<file path="config.mk">
export PLATFORM = sky130hd
export DESIGN_NAME = msoic_walker
export DESIGN_NICKNAME = d
export VERILOG_FILES = /design/src/rtl/core/msoic_pkg.sv /design/src/rtl/core/msoic_walker.sv
export SDC_FILE = /design/constraint.sdc
export NUM_CORES = 1
export LEC_CHECK = 0
export BUFFER_PORTS_ARGS = -buffer_cell sky130_fd_sc_hd__buf_2
export CAP_MARGIN = 20
export CELL_PAD_IN_SITES_DETAIL_PLACEMENT = 2
export CELL_PAD_IN_SITES_GLOBAL_PLACEMENT = 2
export CORE_MARGIN = 2
export CORE_UTILIZATION = 43
export CTS_BUF_LIST = sky130_fd_sc_hd__clkbuf_4 sky130_fd_sc_hd__clkbuf_8
export CTS_CLUSTER_SIZE = 16
export DETAILED_ROUTE_END_ITERATION = 10
export GPL_TIMING_DRIVEN = 0
export PLACE_DENSITY_LB_ADDON = 0.1
export SYNTH_ARGS = -nofsm -noshare
export SYNTH_HDL_FRONTEND = slang
export SYNTH_SLANG_ARGS = --single-unit
</file>
<file path="constraint.sdc">
create_clock -name clk -period 16.29 [get_ports clk]
set_input_delay 3.258 -clock clk [delete_from_list [all_inputs] [get_ports clk]]
set_output_delay 3.258 -clock clk [all_outputs]
set_load 0.005 [all_outputs]
</file>
<file path="src/rtl/core/msoic_pkg.sv">
// Shared types, codes and helpers for the scan-order to coordinate block.
// Used by the walker and the top level.
package msoic_pkg;

    localparam int POS_W   = 16;
    localparam int COORD_W = 8;
    localparam int CFG_IDX_W = 3;
    localparam int CFG_VAL_W = 9;

    typedef enum logic [CFG_IDX_W-1:0] {
        REG_SCAN_MODE       = 3'd0,
        REG_ROW_COUNT       = 3'd1,
        REG_COL_COUNT       = 3'd2,
        REG_START_CORNER    = 3'd3,
        REG_FIRST_DIRECTION = 3'd4
    } reg_idx_t;

    localparam logic [1:0] MODE_SNAKE       = 2'd0;
    localparam logic [1:0] MODE_SPIRAL      = 2'd1;
    localparam logic [1:0] MODE_REV_SPIRAL  = 2'd2;

    localparam logic [1:0] DIR_UP    = 2'd0;
    localparam logic [1:0] DIR_DOWN  = 2'd1;
    localparam logic [1:0] DIR_LEFT  = 2'd2;
    localparam logic [1:0] DIR_RIGHT = 2'd3;

    typedef struct packed {
        logic [POS_W-1:0] position;
    } in_word_t;

    typedef struct packed {
        logic [COORD_W-1:0] row;
        logic [COORD_W-1:0] col;
        logic               out_of_range;
    } out_word_t;

    typedef struct packed {
        logic [CFG_IDX_W-1:0] index;
        logic [CFG_VAL_W-1:0] value;
    } cfg_word_t;

    // Unit step: each component is -1, 0 or +1.
    typedef struct packed {
        logic signed [1:0] dr;
        logic signed [1:0] dc;
    } dir_t;

    // Walker control from the sequencer.
    typedef struct packed {
        logic load;
        logic step;
        logic spiral;
        logic rev;
        logic sense_pos;
        dir_t dir;
        logic r0_zero;
        logic c0_zero;
    } walk_ctl_t;

    // Quarter turn; sense_pos selects +1, otherwise -1.
    function automatic dir_t turn_dir(input dir_t d, input logic sense_pos);
        dir_t t;
        if (d.dc == 2'sd0)
        begin
            t.dr = 2'sd0;
            t.dc = sense_pos ? d.dr : -d.dr;
        end
        else
        begin
            t.dr = sense_pos ? -d.dc : d.dc;
            t.dc = 2'sd0;
        end
        return t;
    endfunction

endpackage

</file>
<file path="src/rtl/core/msoic_walker.sv">
// Grid walker: position, direction and spiral bounds, one step per cycle while step is set.
// Depends on msoic_pkg for the control struct and the turn helper.
module msoic_walker #(
    parameter int MAX_DIM = 256
) (
    input  logic                                  clk,
    input  logic                                  rst_n,
    input  msoic_pkg::walk_ctl_t                  ctl,
    input  logic [$clog2(MAX_DIM+1)-1:0]          nr,
    input  logic [$clog2(MAX_DIM+1)-1:0]          nc,
    input  logic [$clog2(MAX_DIM+1)-1:0]          r0,
    input  logic [$clog2(MAX_DIM+1)-1:0]          c0,
    output logic [msoic_pkg::COORD_W-1:0]         row,
    output logic [msoic_pkg::COORD_W-1:0]         col
);
    import msoic_pkg::*;

    localparam int DW = $clog2(MAX_DIM + 1);
    // Wide enough for a walk that strays 2^POS_W steps off the grid.
    localparam int CW = $clog2(MAX_DIM + (1 << POS_W)) + 2;
    localparam logic signed [CW-1:0] ONE   = 1;
    localparam logic signed [CW-1:0] ZERO  = 0;
    localparam logic signed [CW-1:0] M_ONE = -1;

    function automatic logic signed [CW-1:0] sx(input logic signed [1:0] v);
        return {{(CW-2){v[1]}}, v};
    endfunction

    logic signed [CW-1:0] r_reg, c_reg, top_reg, bot_reg, left_reg, right_reg;
    logic signed [CW-1:0] r_next, c_next, top_next, bot_next, left_next, right_next;
    dir_t                 dir_reg, dir_next;
    logic                 sense_reg, sense_next;
    logic [1:0]           turns_reg, turns_next;
    logic                 extra_reg, extra_next;

    logic signed [CW-1:0] nr_s, nc_s, rs, cs;
    dir_t                 d1, d2;
    logic                 s1, hit, off_grid;

    assign nr_s = {{(CW-DW){1'b0}}, nr};
    assign nc_s = {{(CW-DW){1'b0}}, nc};

    always_comb
    begin
        d1 = extra_reg ? turn_dir(dir_reg, sense_reg) : dir_reg;
        s1 = extra_reg ? ~sense_reg : sense_reg;
        d2 = turn_dir(d1, s1);
        rs = r_reg + sx(d1.dr);
        cs = c_reg + sx(d1.dc);
        hit = (rs == top_reg) || (rs == bot_reg) || (cs == left_reg) || (cs == right_reg);
        off_grid = (rs < ZERO) || (rs >= nr_s) || (cs < ZERO) || (cs >= nc_s);

        r_next     = r_reg;
        c_next     = c_reg;
        top_next   = top_reg;
        bot_next   = bot_reg;
        left_next  = left_reg;
        right_next = right_reg;
        dir_next   = dir_reg;
        sense_next = sense_reg;
        turns_next = turns_reg;
        extra_next = extra_reg;

        if (ctl.load)
        begin
            r_next     = {{(CW-DW){1'b0}}, r0};
            c_next     = {{(CW-DW){1'b0}}, c0};
            top_next   = M_ONE;
            left_next  = M_ONE;
            bot_next   = nr_s;
            right_next = nc_s;
            dir_next   = ctl.dir;
            sense_next = ctl.sense_pos;
            turns_next = 2'd0;
            extra_next = 1'b0;
        end
        else if (ctl.step && ctl.spiral)
        begin
            extra_next = 1'b0;
            sense_next = s1;
            dir_next   = d1;
            r_next     = rs;
            c_next     = cs;
            if (hit)
            begin
                // shrink the bound beside the line just walked, back off, turn and step again
                if (d1.dc != 2'sd0)
                begin
                    if (rs == top_reg + ONE)
                        top_next = top_reg + ONE;
                    else
                        bot_next = bot_reg - ONE;
                end
                else
                begin
                    if (cs == left_reg + ONE)
                        left_next = left_reg + ONE;
                    else
                        right_next = right_reg - ONE;
                end
                dir_next = d2;
                r_next   = r_reg + sx(d2.dr);
                c_next   = c_reg + sx(d2.dc);
                if (ctl.rev)
                begin
                    turns_next = turns_reg + 2'd1;
                    extra_next = (turns_reg == 2'd3);
                end
            end
        end
        else if (ctl.step)
        begin
            r_next = rs;
            c_next = cs;
            if (off_grid)
            begin
                // reverse and shift one line away from the start edge
                dir_next.dr = -d1.dr;
                dir_next.dc = -d1.dc;
                if (d1.dc == 2'sd0)
                begin
                    r_next = r_reg;
                    c_next = c_reg + (ctl.c0_zero ? ONE : M_ONE);
                end
                else
                begin
                    r_next = r_reg + (ctl.r0_zero ? ONE : M_ONE);
                    c_next = c_reg;
                end
            end
        end
    end

    always_ff @(posedge clk or negedge rst_n)
    begin
        if (!rst_n)
        begin
            dir_reg   <= '0;
            sense_reg <= 1'b0;
            turns_reg <= 2'd0;
            extra_reg <= 1'b0;
        end
        else
        begin
            dir_reg   <= dir_next;
            sense_reg <= sense_next;
            turns_reg <= turns_next;
            extra_reg <= extra_next;
        end
    end

    always_ff @(posedge clk)
    begin
        r_reg     <= r_next;
        c_reg     <= c_next;
        top_reg   <= top_next;
        bot_reg   <= bot_next;
        left_reg  <= left_next;
        right_reg <= right_next;
    end

    assign row = r_reg[COORD_W-1:0];
    assign col = c_reg[COORD_W-1:0];

endmodule

</file>
Yosys cells after proc, flatten, opt, wreduce, memory -nomap -nowiden
Cells that the tools add are included.
{ "word_totals": {"reg_bits": 122, "inputBits": 49, "output_inout_bits": 16, "wordCells": 128} }
{ "classes": {"add_sub_neg": 15, "n_lt_le_gt_ge": 4, "eq_ne": 14, "mux": 47, "n_bitwise": 4, "n_reduce_logical": 29} }
{ "ops": {"columns": ["operator", "count"], "rows": [
  ["$mux W19", 12],
  ["$eq A19 B19 Y1", 6],
  ["$mux W9", 12],
  ["$add A19 B2 Y19", 4],
  ["$add A19 B19 Y19", 2],
  ["$add A19 B2 Y19 const B", 2],
  ["$ge A19 B10 Y1", 2],
  ["$lt A19 B1 Y1 const B", 2],
  ["$sub A19 B2 Y19 const B", 2],
  ["$mux W4", 8],
  ["$reduce_and A4 Y1", 6],
  ["$mux W2", 8],
  ["$reduce_bool A2 Y1", 6],
  ["$reduce_and A2 Y1", 5],
  ["$neg A2 Y2", 4],
  ["$mux W1", 7],
  ["$logic_or A1 B1 Y1", 6],
  ["$ne A2 B2 Y1 const B", 3],
  ["$reduce_bool A3 Y1", 2],
  ["$logic_not A2 Y1", 2],
  ["$ne A4 B2 Y1 const B", 1],
  ["$ne A4 B3 Y1 const B", 1],
  ["$not A1 Y1", 4],
  ["$ne A3 B1 Y1 const B", 1],
  ["5 further kinds", 5]
]} }

Longest topological paths before layout
{ "depth": {"depth_word": 13, "ltp_mapped": 26, "ltp_nobuf": 23} }

Worst setup path before layout
OpenSTA, ideal clock, no wires.
{ "synth_path": {"path_kind": "in2reg", "start": "input ctl[1] in the netlist's numbering", "end": "register r_reg[17]", "setup_ps": 122, "t_arrival_ps": 6109, "slack_ps": 10059, "path_stages": 13, "cell_sequence": "inv_1 > ha_1 > a21o_1 > a211oi_1 > nor2_1 > o41ai_1 > o211ai_1 > o41ai_1 > o21ai_0 > o211a_1 > xor2_1 > a21oi_1 > a31oi_1"} }
{ "synth_via": {"elab_chain_len": 6} }
{ "synth_lines": {"columns": ["item", "line", "source"], "rows": [
  ["start: declaration", "msoic_walker.sv:8", "input msoic_pkg::walk_ctl_t ctl,"],
  ["$mux W19", "msoic_walker.sv:127", "r_next = r_reg + (ctl.r0_zero ? ONE : M_ONE);"],
  ["$add A19 B19 Y19", "msoic_walker.sv:127", null],
  ["$mux W19", "msoic_walker.sv:120", "if (d1.dc == 2'sd0)"],
  ["$mux W19", "msoic_walker.sv:115", "if (off_grid)"],
  ["$mux W19", "msoic_walker.sv:111", "else if (ctl.step)"],
  ["$mux W19", "msoic_walker.sv:77", "else if (ctl.step && ctl.spiral)"],
  ["end signal: assignment", "msoic_walker.sv:154", "r_reg <= r_next;"],
  ["end: declaration", "msoic_walker.sv:29", "logic signed [CW-1:0] r_reg, c_reg, top_reg, bot_reg, left_reg, right_reg;"]
]} }
No other way between the ends. The select of a mux whose other input is x is not followed.
A chain may end at the register's enable or synchronous reset.

Final worst setup path
{ "layout_path": {"start": "register sense_reg", "end": "register c_reg[2] (data pin)"} }
{ "layout_via": {"elab_chain_len": 12} }
{ "layout_lines": {"columns": ["item", "line", "source"], "rows": [
  ["start: declaration", "msoic_walker.sv:32", "logic sense_reg, sense_next;"],
  ["start signal: assignment", "msoic_walker.sv:146", "sense_reg <= sense_next;"],
  ["$mux W2", "msoic_pkg.sv:70", "t.dr = sense_pos ? -d.dc : d.dc;"],
  ["$mux W4", "msoic_pkg.sv:63", "if (d.dc == 2'sd0)"],
  ["$mux W4", "msoic_walker.sv:45", "d1 = extra_reg ? turn_dir(dir_reg, sense_reg) : dir_reg;"],
  ["$add A19 B2 Y19", "msoic_walker.sv:48", "rs = r_reg + sx(d1.dr);"],
  ["$lt A19 B1 Y1 / $ge A19 B10 Y1 (equally long branches)", "msoic_walker.sv:51", "off_grid = (rs < ZERO) || (rs >= nr_s) || (cs < ZERO) || (cs >= nc_s);"],
  ["$logic_or A1 B1 Y1 (3 in a row)", "msoic_walker.sv:51", null],
  ["$mux W19", "msoic_walker.sv:115", null],
  ["$mux W19", "msoic_walker.sv:111", null],
  ["$mux W19 *", "msoic_walker.sv:77", null],
  ["$mux W9 *", "msoic_walker.sv:64", "if (ctl.load)"],
  ["net c_next[2]", "msoic_walker.sv:30", "logic signed [CW-1:0] r_next, c_next, top_next, bot_next, left_next, right_next;"],
  ["end signal: assignment", "msoic_walker.sv:155", "c_reg <= c_next;"],
  ["end: declaration", "msoic_walker.sv:29", null]
]} }
Mark *: on every way through the listed nets, which the timed path passes. The rest lies on a longest branch. The select of a mux whose other input is x is not followed.

==> summary.txt <==
=========================================================================================
Status                                                                          completed
Maximum achievable frequency                                                      109 MHz
Count of input and output buffers                                                      61
CP Max Fanout                                                                          18
RSZ-0062 raised after global routing                                                false
Bufs on Longest Clock Path                                                              2
Setup WS post-layout                                                              7140 ps
Cell count after synthesis                                                          2,024
Height of the die                                                                  197 µm
Path category of the worst min-delay check                                        reg2reg
Final worst clock skew                                                            23.3 ps
Setup WS pre-CTS                                                                  7730 ps
Post-Synthesis Mean Instance Area                                                7.93 µm²
Pre-Repair DR Iteration Count                                                           6
DRC viols                                                                               0
Combinational share of power                                                        69.8%
Met2 wirelength from detailed routing                                           34,400 µm
Avg Vias per Cell                                                                    6.80
# rows                                                                                 70
Boundary pin count                                                                     65
DR iter-0 viols                                                                     1,609
Design internal power                                                           0.00107 W
Max-cap violations                                                                      0
Number of levels in the clock H-tree                                                    4
Switching share of total power                                                      53.6%
Post-Route Utilization                                                              47.4%
Hold Fails Final Rpt                                                                    0
Wire length of the first global-routing pass                                   113,000 µm
Number of antenna violations at the first check in global routing                       3
Fillers                                                                             4,198
Cell repeated most along the worst path                                      sky130_fd_sc_hd__nor4_1
Synthesized Nets                                                                    2,211
Ys Warns                                                                                0
Number of instances resized during post-cts repair                                      0
Average detailed-routed wire length per instance                                  29.1 µm
Count of flip-flops with a built-in enable after synthesis                             36
Antenna violation net count after detailed routing                                      0
List of cells traversed by the critical path                                 nor2b_1, xor2_1, a31oi_1, inv_1, ha_1, buf_4, o21ai_1, a22oi_2, o21ai_2, xnor2_1, ha_1, a22o_1, nor4_1, o211ai_1, nor4_1, nand4_1, nor4_1, clkbuf_1, clkbuf_1, mux2i_1, a22oi_1, o21ai_0
Crit path buffers/inverters                                                             4
Clock root buffer                                                            sky130_fd_sc_hd__clkbuf_8
Shortest clock period the worst path allows after layout                          9150 ps
Insertion delay of the later-clocked pin in the worst-skew pair                    520 ps
Cell types occupying the most area after synthesis                           sky130_fd_sc_hd__ha_1 10%, sky130_fd_sc_hd__dfxtp_1 9.7%, sky130_fd_sc_hd__edfxtp_1 6.7%
Data required time at the worst endpoint                                        16,530 ps
GRT Util Overall                                                                    38.4%
Sum of met3 wire segment lengths after detailed routing                           5760 µm
Placeable core region                                                          0.0367 mm²
Setup-violating endpoint count in the final report                                      0
Startpoint-to-endpoint class of the critical path                                 reg2reg
Fin nets                                                                            2,298
Cell type with the largest total area after synthesis                        sky130_fd_sc_hd__ha_1
Total negative slack for setup checks                                                0 ps
Pin count of the biggest net entering global routing                                   24
Power share of the sequential group                                                 16.8%
Fraction of layout instances using a drive strength above 1                         9.75%
Number of storage elements in the synthesis netlist                                   122
Full die area                                                                  0.0389 mm²
Leakage component of the power                                                    7.19 nW
Share of the synthesized area in the top cell type                                  10.3%
TritonCTS clock tree                                                                built
Crit path largest cell delay                                                       920 ps
Number of post-CTS setup repair buffers                                                 0
Die Span X                                                                         197 µm
Share of the clock period used by the worst path after layout                       56.2%
Most used flip-flop cell after synthesis                                     sky130_fd_sc_hd__dfxtp_1
Starting density of the core                                                        43.7%
Relative slew margins                                                               13.5%
Sequential fraction of the synthesis area                                           17.7%
Sink count of the clock tree                                                          122
Top metal layer carrying routed signals                                              met4
Proportion of register bits with asynchronous set or reset after synthesis          6.56%
Slowest stage cell, crit path                                                sky130_fd_sc_hd__xnor2_1
Number of slew-limit violations in the final report                                     0
Post-synth cell types                                                                 106
Slew at the pin closest to its max-slew limit                                     1300 ps
Vias in the first global route                                                     18,400
Kind of launch point of the worst setup path                                    flip-flop
Gr ovfl total                                                                           0
Kind of capture point of the worst setup path                                   flip-flop
Total standard cell area after synthesis                                       0.0160 mm²
Synthesis-to-finish area growth                                                     8.49%
PwrDens                                                                        132 mW/mm²
TritonCTS Buffers                                                                      17
Worst VDD drop                                                                    43.4 µV
Total number of vias                                                               17,600
Share of power burned in the clock network                                          13.4%
Post-CTS Hold Buffers                                                                   0
Largest delay contributor family on the critical path                        compound AO/OA/AOI/OAI gates
Clock-pin transition on the worst setup and hold timing paths                      100 ps
Global placer's final weighted congestion                                           0.934
Crit path DAT                                                                     9390 ps
Sw power                                                                        0.00124 W
Met1 WL                                                                         32,600 µm
Wire length reported by the detailed router                                     75,400 µm
HPWL reported at the end of detailed placement                                  57,900 µm
=========================================================================================
[synthesized netlist by cell type, types with 24 or more instances]
master,number
sky130_fd_sc_hd__a21oi_1,97
sky130_fd_sc_hd__a31oi_1,25
sky130_fd_sc_hd__and3_1,40
sky130_fd_sc_hd__clkbuf_1,90
sky130_fd_sc_hd__dfxtp_1,78
sky130_fd_sc_hd__edfxtp_1,36
sky130_fd_sc_hd__ha_1,132
sky130_fd_sc_hd__inv_1,79
sky130_fd_sc_hd__mux2i_1,43
sky130_fd_sc_hd__nand2_1,122
sky130_fd_sc_hd__nand3_1,95
sky130_fd_sc_hd__nand4_1,31
sky130_fd_sc_hd__nor2_1,155
sky130_fd_sc_hd__nor2b_1,42
sky130_fd_sc_hd__nor3_1,64
sky130_fd_sc_hd__nor4_1,49
sky130_fd_sc_hd__o21ai_0,107
sky130_fd_sc_hd__o31ai_1,47
sky130_fd_sc_hd__or3_1,24
sky130_fd_sc_hd__or4_1,24
sky130_fd_sc_hd__xnor2_1,121
sky130_fd_sc_hd__xor2_1,56
[power groups by stage]
stage,Sequential [W],Clock [W],Combinational (W)
finish,0.000388,0.000309,0.00161
global route,0.000390,0.000312,0.00171
CTS,0.000386,0.000304,0.00155
floorplan,0.000370,0,0.00105
detailed placement,0.000392,0,0.00153
global placement,0.000391,0,0.00144
[worst register-to-register path, delay by kind of cell, from the launching register on]
kind	cells	cell delay (ps)
compound gates	8	2170
xor+xnor	2	1060
fa+ha+maj	2	910
buf+inv	4	1980
flops	1	480
mux	1	190
simple gates	5	2070
[placed cells by master, fill, tap and decap left out, types with 43 or more instances in the layout]
cell                       netlist  final
sky130_fd_sc_hd__buf_2          16     81
sky130_fd_sc_hd__nor4_1         49     49
sky130_fd_sc_hd__ha_1          132    132
sky130_fd_sc_hd__xor2_1         56     56
sky130_fd_sc_hd__xnor2_1       121    121
sky130_fd_sc_hd__inv_1          79     79
sky130_fd_sc_hd__nor2_1        155    155
sky130_fd_sc_hd__clkbuf_1       90     90
sky130_fd_sc_hd__nand2_1       122    122
sky130_fd_sc_hd__nor3_1         64     64
sky130_fd_sc_hd__mux2i_1        43     43
sky130_fd_sc_hd__nand3_1        95     95
sky130_fd_sc_hd__dfxtp_1        78     78
sky130_fd_sc_hd__o31ai_1        47     47
sky130_fd_sc_hd__a21oi_1        97     97
sky130_fd_sc_hd__o21ai_0       107    107
[cell families after synthesis]
group / after synthesis / synth area share [%]
xor gates and xnor gates: 200 / 12.9
DFF: 122 / 17.7
muxes: 65 / 4.23
buffers and inverters: 209 / 5.50
adders and majority gates: 138 / 11.0
AOI/OAI and AO/OA: 534 / 23.3
and+or+nand+nor: 756 / 25.3
[metrics by stage]
step	hold WS, ps	std cells	instance area (µm²)	power, W
global placement	497	2553	16900	0.00183
detailed placement	517	2558	17000	0.00192
global route	555	2593	17400	0.00241
floorplan	464	2024	16000	0.00142
finish	530	2595	17400	0.00230
CTS	527	2590	17400	0.00224
[path summary, 6_finish.rpt]
check                                 start            to  slack [ps]  depth (start not counted)
worst max-delay path              sense_reg      c_reg[2]        7140                         22
worst min-delay path            bot_reg[18]   bot_reg[18]         530                          2
worst max register to register    sense_reg      c_reg[2]        7140                         22
worst min register to register  bot_reg[18]   bot_reg[18]         530                          2
max in group asynchronous             rst_n  turns_reg[1]       13440                          1
min in group asynchronous             rst_n    dir_reg[1]        2600                          1
[area by class of cell]
class | instances | area, µm² | area share, %
Timing Repair Buffer | 68 | 368 | 2.11
Buffer | 129 | 582 | 3.34
Sequential cell | 122 | 2840 | 16.3
Tap cell | 468 | 586 | 3.36
Inverter | 80 | 300 | 1.73
Antenna cell | 3 | 7.51 | 0.0431
Clock buffer | 20 | 256 | 1.47
Multi-Input combinational cell | 1693 | 12300 | 70.9
Clock inverter | 12 | 126 | 0.726
[per-layer routing]
metal	vias up	global-route usage (%)
li1	7816	-
met1	8957	50.3
met2	700	61.8
met3	168	7.36
met4	0	16.3
met5	-	0
(Power assumes the default switching activity.)
